$ cat config.mk
export PLATFORM = sky130hd
export DESIGN_NAME = modular_arithmetic_unit_core_flat
export DESIGN_NICKNAME = d
export VERILOG_FILES = /design/src/rtl/mau_pkg.sv /design/src/rtl/mau_if.sv /design/src/rtl/modular_arithmetic_unit_core.sv /design/src/flat_wrapper.sv
export SDC_FILE = /design/constraint.sdc
export NUM_CORES = 2
export LEC_CHECK = 0
export ABC_CLOCK_PERIOD_IN_PS = 11950
export BUFFER_PORTS_ARGS = -buffer_cell sky130_fd_sc_hd__buf_2
export CAP_MARGIN = 25
export CORE_UTILIZATION = 55
export DETAILED_ROUTE_END_ITERATION = 8
export GPL_TIMING_DRIVEN = 0
export HOLD_SLACK_MARGIN = 0.05
export PLACE_DENSITY_LB_ADDON = 0.15
export SLEW_MARGIN = 40
export SYNTH_ARGS = -nofsm -noshare
export SYNTH_HDL_FRONTEND = slang
export SYNTH_SLANG_ARGS = --single-unit
export TNS_END_PERCENT = 1
$ cat constraint.sdc
create_clock -name clk -period 11.95 [get_ports clk]
set_input_delay 2.39 -clock clk [delete_from_list [all_inputs] [get_ports clk]]
set_output_delay 2.39 -clock clk [all_outputs]
set_load 0.05 [all_outputs]
$ cat src/rtl/mau_pkg.sv
// Shared types and constants of the modular arithmetic unit.
package mau_pkg;

  localparam int unsigned ResW  = 31;
  localparam int unsigned OpAW  = 32;
  localparam int unsigned FuncW = 4;
  localparam int unsigned StW   = 2;

  typedef enum logic [FuncW-1:0] {
    FN_REDUCE = 4'd0,
    FN_ADD    = 4'd1,
    FN_SUB    = 4'd2,
    FN_NEG    = 4'd3,
    FN_MUL    = 4'd4,
    FN_INV    = 4'd5,
    FN_DIV    = 4'd6,
    FN_DVTEST = 4'd7,
    FN_UNIT   = 4'd8
  } func_t;

  typedef enum logic [StW-1:0] {
    ST_OK       = 2'd0,
    ST_NOT_UNIT = 2'd1,
    ST_NO_SOLVE = 2'd2
  } status_t;

endpackage

$ cat src/rtl/mau_if.sv
// Request, response and modulus write channels of the modular arithmetic unit.
interface mau_req_if;
  logic                                  valid;
  logic                                  ready;
  logic [mau_pkg::FuncW-1:0]             func;
  logic signed [mau_pkg::OpAW-1:0]       operand_a;
  logic [mau_pkg::ResW-1:0]              operand_b;
  modport source (output valid, func, operand_a, operand_b, input ready);
  modport sink   (input valid, func, operand_a, operand_b, output ready);
endinterface

interface mau_rsp_if;
  logic                         valid;
  logic                         ready;
  logic [mau_pkg::ResW-1:0]     result;
  logic [mau_pkg::StW-1:0]      status;
  modport source (output valid, result, status, input ready);
  modport sink   (input valid, result, status, output ready);
endinterface

interface mau_cfg_if;
  logic                         valid;
  logic                         ready;
  logic [mau_pkg::ResW-1:0]     modulus;
  modport source (output valid, modulus, input ready);
  modport sink   (input valid, modulus, output ready);
endinterface

$ cat src/rtl/modular_arithmetic_unit_core.sv
// Modular arithmetic unit: one request at a time through a shared bit-serial
// divider and a shared multiplier. Every request first reduces operand_a and
// operand_b by the modulus, two 32-step divisions, which is all the division
// that reduce, add, sub and neg need; mul adds a 64-step reduction of the
// product. Inverse, divide and the two tests run extended Euclid, each round
// being one 32-step division plus a multiply and an update, for up to about
// 45 rounds; divide then adds a 32-step and a 64-step division. A modulus of
// 0 acts as 1. The request channel is ready only while no request is in
// progress; a finished result waits in the response register, and the next
// request can start but not finish until it is taken. The user must write the
// modulus through cfg only while the unit is idle; the unit does not enforce it.
module modular_arithmetic_unit_core #(
  parameter int unsigned WORD_BITS = 32
) (
  input  logic      clk,
  input  logic      rst,
  mau_req_if.sink   req,
  mau_rsp_if.source rsp,
  mau_cfg_if.sink   cfg
);

  typedef enum logic [14:0] {
    S_IDLE = 15'h0001,
    S_RA   = 15'h0002,
    S_RB   = 15'h0004,
    S_OP   = 15'h0008,
    S_MUL  = 15'h0010,
    S_PDIV = 15'h0020,
    S_RED  = 15'h0040,
    S_EU   = 15'h0080,
    S_EU2  = 15'h0100,
    S_EU3  = 15'h0200,
    S_GDON = 15'h0400,
    S_XDIV = 15'h0800,
    S_YDIV = 15'h1000,
    S_DIV  = 15'h2000,
    S_FIN  = 15'h4000
  } state_t;

  localparam int unsigned RW = mau_pkg::ResW;

  state_t                state, ret;
  logic [RW-1:0]         modulus, q;
  mau_pkg::func_t        func;
  logic                  a_neg;
  logic [RW-1:0]         b, x, y, u, v;
  logic signed [RW+1:0]  cu, cv;
  logic [63:0]           quo;
  logic [RW-1:0]         rem, dvs;
  logic [6:0]            cnt;
  logic signed [64:0]    prod;
  logic [RW-1:0]         res;
  mau_pkg::status_t      st;
  logic                  o_valid;
  logic [RW-1:0]         o_result;
  logic [mau_pkg::StW-1:0] o_status;

  logic [WORD_BITS-1:0]  a_w;
  logic [31:0]           a_sx, a_mag;
  logic [31:0]           r2;
  logic                  ge;
  logic [RW-1:0]         mul_a;
  logic signed [RW+1:0]  mul_b;
  logic [RW:0]           sum_xy;
  logic [RW:0]           dif_xy;
  logic signed [RW+1:0]  cu_fix;

  // Sign-extend operand_a from WORD_BITS and take its magnitude
  assign a_w   = req.operand_a[WORD_BITS-1:0];
  assign a_sx  = 32'($signed(a_w));
  assign a_mag = a_w[WORD_BITS-1] ? (~a_sx + 32'd1) : a_sx;

  assign q = (modulus == '0) ? RW'(1) : modulus;

  // One divider step: shift in the next dividend bit, subtract if it fits
  assign r2 = {rem, quo[63]};
  assign ge = (r2 >= {1'b0, dvs});

  // Shared multiplier operand select
  always_comb begin
    if (state == S_EU2) begin
      mul_a = quo[RW-1:0];
      mul_b = cv;
    end else begin
      mul_a = x;
      mul_b = {2'b00, y};
    end
  end

  assign sum_xy = {1'b0, x} + {1'b0, y};
  assign dif_xy = {1'b0, x} - {1'b0, y};
  assign cu_fix = cu[RW+1] ? (cu + $signed({2'b00, q})) : cu;

  assign req.ready = (state == S_IDLE);
  assign cfg.ready = 1'b1;
  assign rsp.valid = o_valid;
  assign rsp.result = o_result;
  assign rsp.status = o_status;

  // Product register, refreshed every cycle
  always_ff @(posedge clk) begin
    prod <= $signed({1'b0, mul_a}) * mul_b;
  end

  // Modulus register
  always_ff @(posedge clk) begin
    if (rst) begin
      modulus <= RW'(1);
    end else if (cfg.valid) begin
      modulus <= cfg.modulus;
    end
  end

  // Sequencer and datapath
  always_ff @(posedge clk) begin
    if (rst) begin
      state   <= S_IDLE;
      ret     <= S_IDLE;
      o_valid <= 1'b0;
      cnt     <= '0;
    end else begin
      // Drop the held response once taken, unless a new one loads now
      if (rsp.ready && state != S_FIN) begin
        o_valid <= 1'b0;
      end
      unique case (state)
        S_IDLE: begin
          if (req.valid) begin
            func  <= mau_pkg::func_t'(req.func);
            a_neg <= a_w[WORD_BITS-1];
            b     <= req.operand_b;
            st    <= mau_pkg::ST_OK;
            res   <= '0;
            quo   <= {a_mag, 32'd0};
            rem   <= '0;
            dvs   <= q;
            cnt   <= 7'd32;
            ret   <= S_RA;
            state <= S_DIV;
          end
        end
        S_DIV: begin
          rem <= ge ? RW'(r2 - {1'b0, dvs}) : RW'(r2);
          quo <= {quo[62:0], ge};
          cnt <= cnt - 7'd1;
          if (cnt == 7'd1) begin
            state <= ret;
          end
        end
        S_RA: begin
          x     <= (a_neg && rem != '0) ? (q - rem) : rem;
          quo   <= {1'b0, b, 32'd0};
          rem   <= '0;
          cnt   <= 7'd32;
          ret   <= S_RB;
          state <= S_DIV;
        end
        S_RB: begin
          y     <= rem;
          state <= S_OP;
        end
        S_OP: begin
          state <= S_FIN;
          unique case (func)
            mau_pkg::FN_REDUCE: res <= x;
            mau_pkg::FN_ADD:
              res <= (sum_xy >= {1'b0, q}) ? RW'(sum_xy - {1'b0, q}) : RW'(sum_xy);
            mau_pkg::FN_SUB:
              res <= dif_xy[RW] ? RW'(dif_xy + {1'b0, q}) : RW'(dif_xy);
            mau_pkg::FN_NEG: res <= (x == '0) ? '0 : (q - x);
            mau_pkg::FN_MUL: state <= S_MUL;
            mau_pkg::FN_DIV: begin
              u     <= y;
              v     <= q;
              cu    <= (RW+2)'(1);
              cv    <= '0;
              state <= S_EU;
            end
            mau_pkg::FN_INV, mau_pkg::FN_DVTEST, mau_pkg::FN_UNIT: begin
              u     <= q;
              v     <= x;
              cu    <= '0;
              cv    <= (RW+2)'(1);
              state <= S_EU;
            end
            default: res <= '0;
          endcase
        end
        S_MUL: begin
          state <= S_PDIV;
        end
        S_PDIV: begin
          quo   <= {2'b00, prod[61:0]};
          rem   <= '0;
          dvs   <= q;
          cnt   <= 7'd64;
          ret   <= S_RED;
          state <= S_DIV;
        end
        S_RED: begin
          res   <= rem;
          state <= S_FIN;
        end
        // Euclid round: divide u by v, then update the coefficient
        S_EU: begin
          if (v == '0) begin
            state <= S_GDON;
          end else begin
            quo   <= {1'b0, u, 32'd0};
            rem   <= '0;
            dvs   <= v;
            cnt   <= 7'd32;
            ret   <= S_EU2;
            state <= S_DIV;
          end
        end
        S_EU2: begin
          u     <= v;
          v     <= rem;
          state <= S_EU3;
        end
        S_EU3: begin
          cv    <= cu - prod[RW+1:0];
          cu    <= cv;
          state <= S_EU;
        end
        S_GDON: begin
          state <= S_FIN;
          unique case (func)
            mau_pkg::FN_INV: begin
              if (u != RW'(1) || x == '0) begin
                st  <= mau_pkg::ST_NOT_UNIT;
                res <= '0;
              end else begin
                res <= cu_fix[RW-1:0];
              end
            end
            mau_pkg::FN_UNIT: res <= (u == RW'(1)) ? RW'(1) : '0;
            mau_pkg::FN_DVTEST: begin
              quo   <= {1'b0, y, 32'd0};
              rem   <= '0;
              dvs   <= u;
              cnt   <= 7'd32;
              ret   <= S_YDIV;
              state <= S_DIV;
            end
            default: begin
              quo   <= {1'b0, x, 32'd0};
              rem   <= '0;
              dvs   <= u;
              cnt   <= 7'd32;
              ret   <= S_XDIV;
              state <= S_DIV;
            end
          endcase
        end
        S_YDIV: begin
          res   <= (rem == '0) ? RW'(1) : '0;
          state <= S_FIN;
        end
        // Solvable when gcd divides x: multiply coefficient by x / gcd
        S_XDIV: begin
          if (rem != '0) begin
            st    <= mau_pkg::ST_NO_SOLVE;
            res   <= '0;
            state <= S_FIN;
          end else begin
            x     <= cu_fix[RW-1:0];
            y     <= quo[RW-1:0];
            state <= S_MUL;
          end
        end
        S_FIN: begin
          if (!o_valid || rsp.ready) begin
            o_valid  <= 1'b1;
            o_result <= res;
            o_status <= st;
            state    <= S_IDLE;
          end
        end
        default: state <= S_IDLE;
      endcase
    end
  end

endmodule
$ cat src/flat_wrapper.sv
// flat-port wrapper written by rule: the top's interface ports become plain ports
module modular_arithmetic_unit_core_flat 
#(
  parameter int unsigned WORD_BITS = 32
)
  (clk, rst, req_valid, req_func, req_operand_a, req_operand_b, req_ready, rsp_valid, rsp_result, rsp_status, rsp_ready, cfg_valid, cfg_modulus, cfg_ready);
  mau_req_if req_i ();
  mau_rsp_if rsp_i ();
  mau_cfg_if cfg_i ();
  input  logic clk;
  input  logic rst;
  input wire logic [$bits(req_i.valid)-1:0] req_valid;
  input wire logic [$bits(req_i.func)-1:0] req_func;
  input wire logic [$bits(req_i.operand_a)-1:0] req_operand_a;
  input wire logic [$bits(req_i.operand_b)-1:0] req_operand_b;
  output wire logic [$bits(req_i.ready)-1:0] req_ready;
  output wire logic [$bits(rsp_i.valid)-1:0] rsp_valid;
  output wire logic [$bits(rsp_i.result)-1:0] rsp_result;
  output wire logic [$bits(rsp_i.status)-1:0] rsp_status;
  input wire logic [$bits(rsp_i.ready)-1:0] rsp_ready;
  input wire logic [$bits(cfg_i.valid)-1:0] cfg_valid;
  input wire logic [$bits(cfg_i.modulus)-1:0] cfg_modulus;
  output wire logic [$bits(cfg_i.ready)-1:0] cfg_ready;
  assign req_i.valid = req_valid;
  assign req_i.func = req_func;
  assign req_i.operand_a = req_operand_a;
  assign req_i.operand_b = req_operand_b;
  assign req_ready = req_i.ready;
  assign rsp_valid = rsp_i.valid;
  assign rsp_result = rsp_i.result;
  assign rsp_status = rsp_i.status;
  assign rsp_i.ready = rsp_ready;
  assign cfg_i.valid = cfg_valid;
  assign cfg_i.modulus = cfg_modulus;
  assign cfg_ready = cfg_i.ready;
  modular_arithmetic_unit_core #(.WORD_BITS(WORD_BITS)) u_core (.clk(clk), .rst(rst), .req(req_i), .rsp(rsp_i), .cfg(cfg_i));
endmodule
; Yosys cells after proc, flatten, opt, wreduce, memory -nomap -nowiden
; Cells that the tools add are included.
[op_classes]
n_addsub = 11
multipliers = 1
magnitude_cmp = 2
eq_ne = 39
muxes = 65
bitwise = 2
n_reduce_logical = 41
[op_table]
columns = operator, n
row1 = $mux 31, 18
row2 = $pmux 31 s2, 7
row3 = $pmux 64 s6, 1
row4 = $pmux 31 s5, 2
row5 = $pmux 33 s2, 4
row6 = $pmux 15 s13, 1
row7 = $pmux 31 s6, 1
row8 = $mux 64, 2
row9 = $pmux 64 s2, 1
row10 = $logic_not 31->1, 4
row11 = $pmux 31 s4, 1
row12 = $sub 31x31->31, 4
row13 = $mux 15, 7
row14 = $pmux 15 s5, 1
row15 = $ge 32x31->1, 2
row16 = $add 31x31->31, 2
row17 = $mul 32x33->62, 1
row18 = $pmux 15 s2, 2
row19 = $pmux 7 s6, 1
row20 = $mux 33, 1
row21 = $sub 33x33->33, 1
row22 = $add 31x31->32, 1
row23 = $add 32x1->32 const B, 1
row24 = $mux 32, 1
row25 = 54 further kinds, 94
[totals]
regBits = 549
inputBits = 103
wordCells = 183

; Longest topological paths before layout
[depth]
depth_word = 7
mapped_depth = 40

; Worst setup path after synthesis
; OpenSTA, ideal clock, no wires.
[synth_path]
path_type = reg2reg
startpoint = register u_core.state[3]
endpoint = register u_core.prod[59]
setup_ps = 136
t_arrival_ps = 9525
required_time_ps = 11814
setup_slack_ps = 2288
stages_incl_launch_ff = 34
period_less_slack_ps = 9662
path_cell_list = dfxtp_1 > clkbuf_1 > nor4_2 > and3_1 > nand3_1 > clkbuf_1 > buf_1 > buf_1 > mux2i_1 > clkbuf_1 > nor2_1 > fa_1 > fa_1 > inv_1 > fa_1 > fa_1 > fa_1 > inv_1 > fa_1 > fa_1 > fa_1 > ha_1 > clkbuf_1 > nand4_1 > nor3_1 > nand3_1 > or4_1 > o2bb2ai_1 > nor3_1 > o31ai_1 > and2_1 > a21oi_1 > o41ai_1 > xor2_1
[synth_via]
elab_chain_len = 3
word_cells_on_any_way = 4
[synth_rtl]
columns = item, line
row1 = start: declaration, modular_arithmetic_unit_core.sv:42  ; state_t state, ret;
row2 = start signal: assignment, modular_arithmetic_unit_core.sv:147  ; state <= ret;
row3 = $eq 15x9->1 *, modular_arithmetic_unit_core.sv:81  ; if (state == S_EU2) begin
row4 = $mux 31 / $mux 33 (equally long branches), modular_arithmetic_unit_core.sv:81
row5 = $mul 32x33->62 *, modular_arithmetic_unit_core.sv:102  ; prod <= $signed({1'b0, mul_a}) * mul_b;
row6 = end signal: assignment, modular_arithmetic_unit_core.sv:102
row7 = end: declaration, modular_arithmetic_unit_core.sv:51  ; logic signed [64:0] prod;
; Mark *: on every way between the ends. The rest lies on a longest branch, timed or not.
; A chain may end at the register's enable or synchronous reset.

; Final worst setup path
; Same ends and word-level chain as after synthesis.

==> results.cfg <==
[layout]
n_fill_cell = 11426
final_cell_mix = inv_1 (1,201), nor2_1 (1,148), fa_1 (1,057), nand2_1 (621), a21oi_1 (519)
layout_commonest_cell = inv_1
multi_input_area_mm2 = 0.0529
fin_cells = 10214
drive_gt1_frac = 0.0731
fin_util = 0.606
area_growth_pct = 9.18
nNetsFinal = 10005
regArea_mm2 = 0.0150

[global_routing]
antenna_found_initial = 48
grt_start_max_net_pins = 34
grt_pass1_vias = 65720
grt_overflow = 0
track_usage = 0.509
grt_pass1_wl_um = 480000

[clocking]
cts_tree = yes
cts_htree_levels = 2
clk_latency_ns = 0.69
cts_buffers = 56
cts_buffer_depth = 3
root_buffer = clkbuf_16
path_clk_slew_ns = 0.07
ctsHoldBuffers = 0
clock-sinks = 541

[synth]
synth.top_cell.area_share = 0.290
synth_compound_area_frac = 0.139
ys_warn_count = 0
synth_xor_area_frac = 0.0403
syn_area_mm2 = 0.0731
synth_seq_cells = 541
yosys.area_share.simple = 0.144
synth_adder_area_share = 0.369
synth_top_family_by_area = adder cells
synth_fp_nets = 9743
async_flop_share = 0
yosysTopAreaCell = fa_1
muxShareOfSynthArea = 0.0206
synth_edf_count = 418
synthCells = 8120
synth_flop_cell = edfxtp_1
synth.avg_cell_area_um2 = 9.00
ys_top_cells_by_area = fa_1 (29%), edfxtp_1 (17%), ha_1 (7.9%), inv_1 (6.2%), nor2_1 (5.9%)
yosysSeqAreaShare = 0.205
ys_types = 90

[worst_setup_path]
cp_slowest_cell = mux2i_4
crit_type = reg -> reg
start_kind = flip-flop
endpoint_kind = flip-flop
crit_fanout = 10
cp_data_required_time_ns = 12.47
slowest_delay_ns = 0.80
crit_arrival_ns = 12.35
crit_top_cell = fa_1

[timing]
fin_crit_sh = 0.990
fmax_ghz = 0.0845
min_period_ns = 11.83
finClkSkew_ns = 0.0368
setup_viol_count_final = 0
final-hold-violation-count = 0
maxSlewHeadroom = 0.271
slew_violations = 0
rsz0062_at_grt = true
tightest_slew_ns = 1.09
whs_ns = 0.418
setup-tns-final_ns = 0

[route]
viasPerCell = 6.64
drt_iter0_drc = 10830
vias = 67782
wire_per_inst_um = 33.7
drcViolationCount = 1
antenna_left = 0
drt_pre_antenna_iters = 9
wl_um = 344000

[run_status]
failed_checks = design-rule violations
outcome = finished, violations left

[place]
portBuffers = 136
placed_cells = 10070
gp_congestion = 1.12
dp_hpwl_um = 284000

[floorplanning]
core_mm2 = 0.132
io_pins = 139
dieArea_mm2 = 0.134
initial_core_util = 0.555
rows = 133
die_h_um = 367
die_x_um = 367

[job]
maxCapViolations = 0

[min_path]
min_path_type = reg -> reg

[pwr]
leakage_nw = 36.3
p_per_area_mw_per_mm2 = 90.0
vdd_drop_max_v = 0.000133
## what timing repair did
item | 4_1_cts | 5_1_grt
pin swaps | 1 | 1
endpoints found under the setup margin | 23 | 16
resized for setup | 14 | 83
setup buffers | 1 | 3
## final cells by class
type                       instances  share of cell area
antenna                           29            0.000910
timing repair buffer             205              0.0191
tap                             1755              0.0275
inverter                        1203              0.0566
clock inverter                    30             0.00362
clock buffer                      76              0.0204
sequential                       541               0.188
multi-input combinational       5988               0.663
buffer                           387              0.0208
## synthesized netlist by cell type, types with 13 or more instances
library cell,number
nor4_1,54
xnor2_1,229
a221o_1,19
o21bai_1,30
a21oi_1,522
ha_1,462
and2_1,62
nor2b_1,47
or2_2,19
a22o_1,36
o21ai_1,28
buf_1,30
nor3b_1,21
o211ai_1,22
nand4_1,43
nor3_1,84
xor2_1,107
a21o_1,143
a22oi_1,80
a222oi_1,15
fa_1,1058
and3_1,64
nand2b_1,73
o21a_1,54
a211oi_1,61
a2111oi_0,14
a31oi_1,34
clkbuf_1,351
a221oi_1,41
nor2_1,1151
nand2_1,621
dfxtp_1,123
o221ai_1,17
edfxtp_1,418
inv_1,1201
o31a_1,15
o31ai_1,33
o21ai_0,325
mux2i_1,136
or3_1,33
nand3_1,51
mux2_2,13
## through the flow
step,total power [mW],instance area [um2],setup WS [ns]
6_report,7.18,79800,0.121
5_1_grt,7.37,79700,-0.0760
4_1_cts,6.99,79400,-0.0854
3_5_place_dp,5.14,77500,-1.20
3_3_place_gp,5.07,76000,-2.84
2_1_floorplan,4.12,73100,2.29
## worst paths after layout
check	start	to	slack (ns)	cells after the start
max	u_core.state[3]$_SDFFE_PP0P_	u_core.prod[59]$_DFF_P_	0.12	32
min	u_core.res[6]$_DFFE_PP_	u_core.rsp.result[6]$_DFFE_PP_	0.42	0
max reg2reg	u_core.state[3]$_SDFFE_PP0P_	u_core.prod[59]$_DFF_P_	0.12	32
min reg2reg	u_core.res[6]$_DFFE_PP_	u_core.rsp.result[6]$_DFFE_PP_	0.42	0
## sequential cells by signal, summed over array words and instances (netlist names), 33 cells and up
name / cells
u_core.quo: 64
u_core.cv: 33
u_core.cu: 33
u_core.prod: 62
## worst max-delay path: cells and delay by family, from the launching register on
kind	cells	cell delay, ns
XOR/XNOR	1	0.12
adder cells (fa/ha/maj)	9	4.50
AO/OA/AOI/OAI	4	1.49
multiplexers	1	0.80
AND/OR/NAND/NOR	9	2.37
buffers and inverters	8	2.04
flip-flops	1	0.31
## report_power, final
group / internal [mW] / switching (mW) / leakage [nW]
clock: 0.998 / 0.889 / 0.943
sequential: 2.35 / 0.524 / 4.91
combinational: 0.883 / 1.54 / 30.5
## layer usage
layer	GRT usage	routed length, um	up-vias
met5	0.00249	241	-
met4	0.349	30000	30
met3	0.256	59800	1479
met2	0.675	132000	5797
met1	0.641	122000	33073
li1	-	-	27403
## cells by family (layout without fill, tap and decap cells)
| group | count (synthesis) | after routing |
|---|---|---|
| AOI/OAI and AO/OA | 1597 | 1597 |
| xor gates and xnor gates | 336 | 336 |
| adders and majority gates | 1520 | 1520 |
| buffers and inverters | 1591 | 1901 |
| DFF | 541 | 541 |
| muxes | 149 | 149 |
| other | 1 | 30 |
| and+or+nand+nor | 2385 | 2385 |
(Power assumes the default switching activity.)
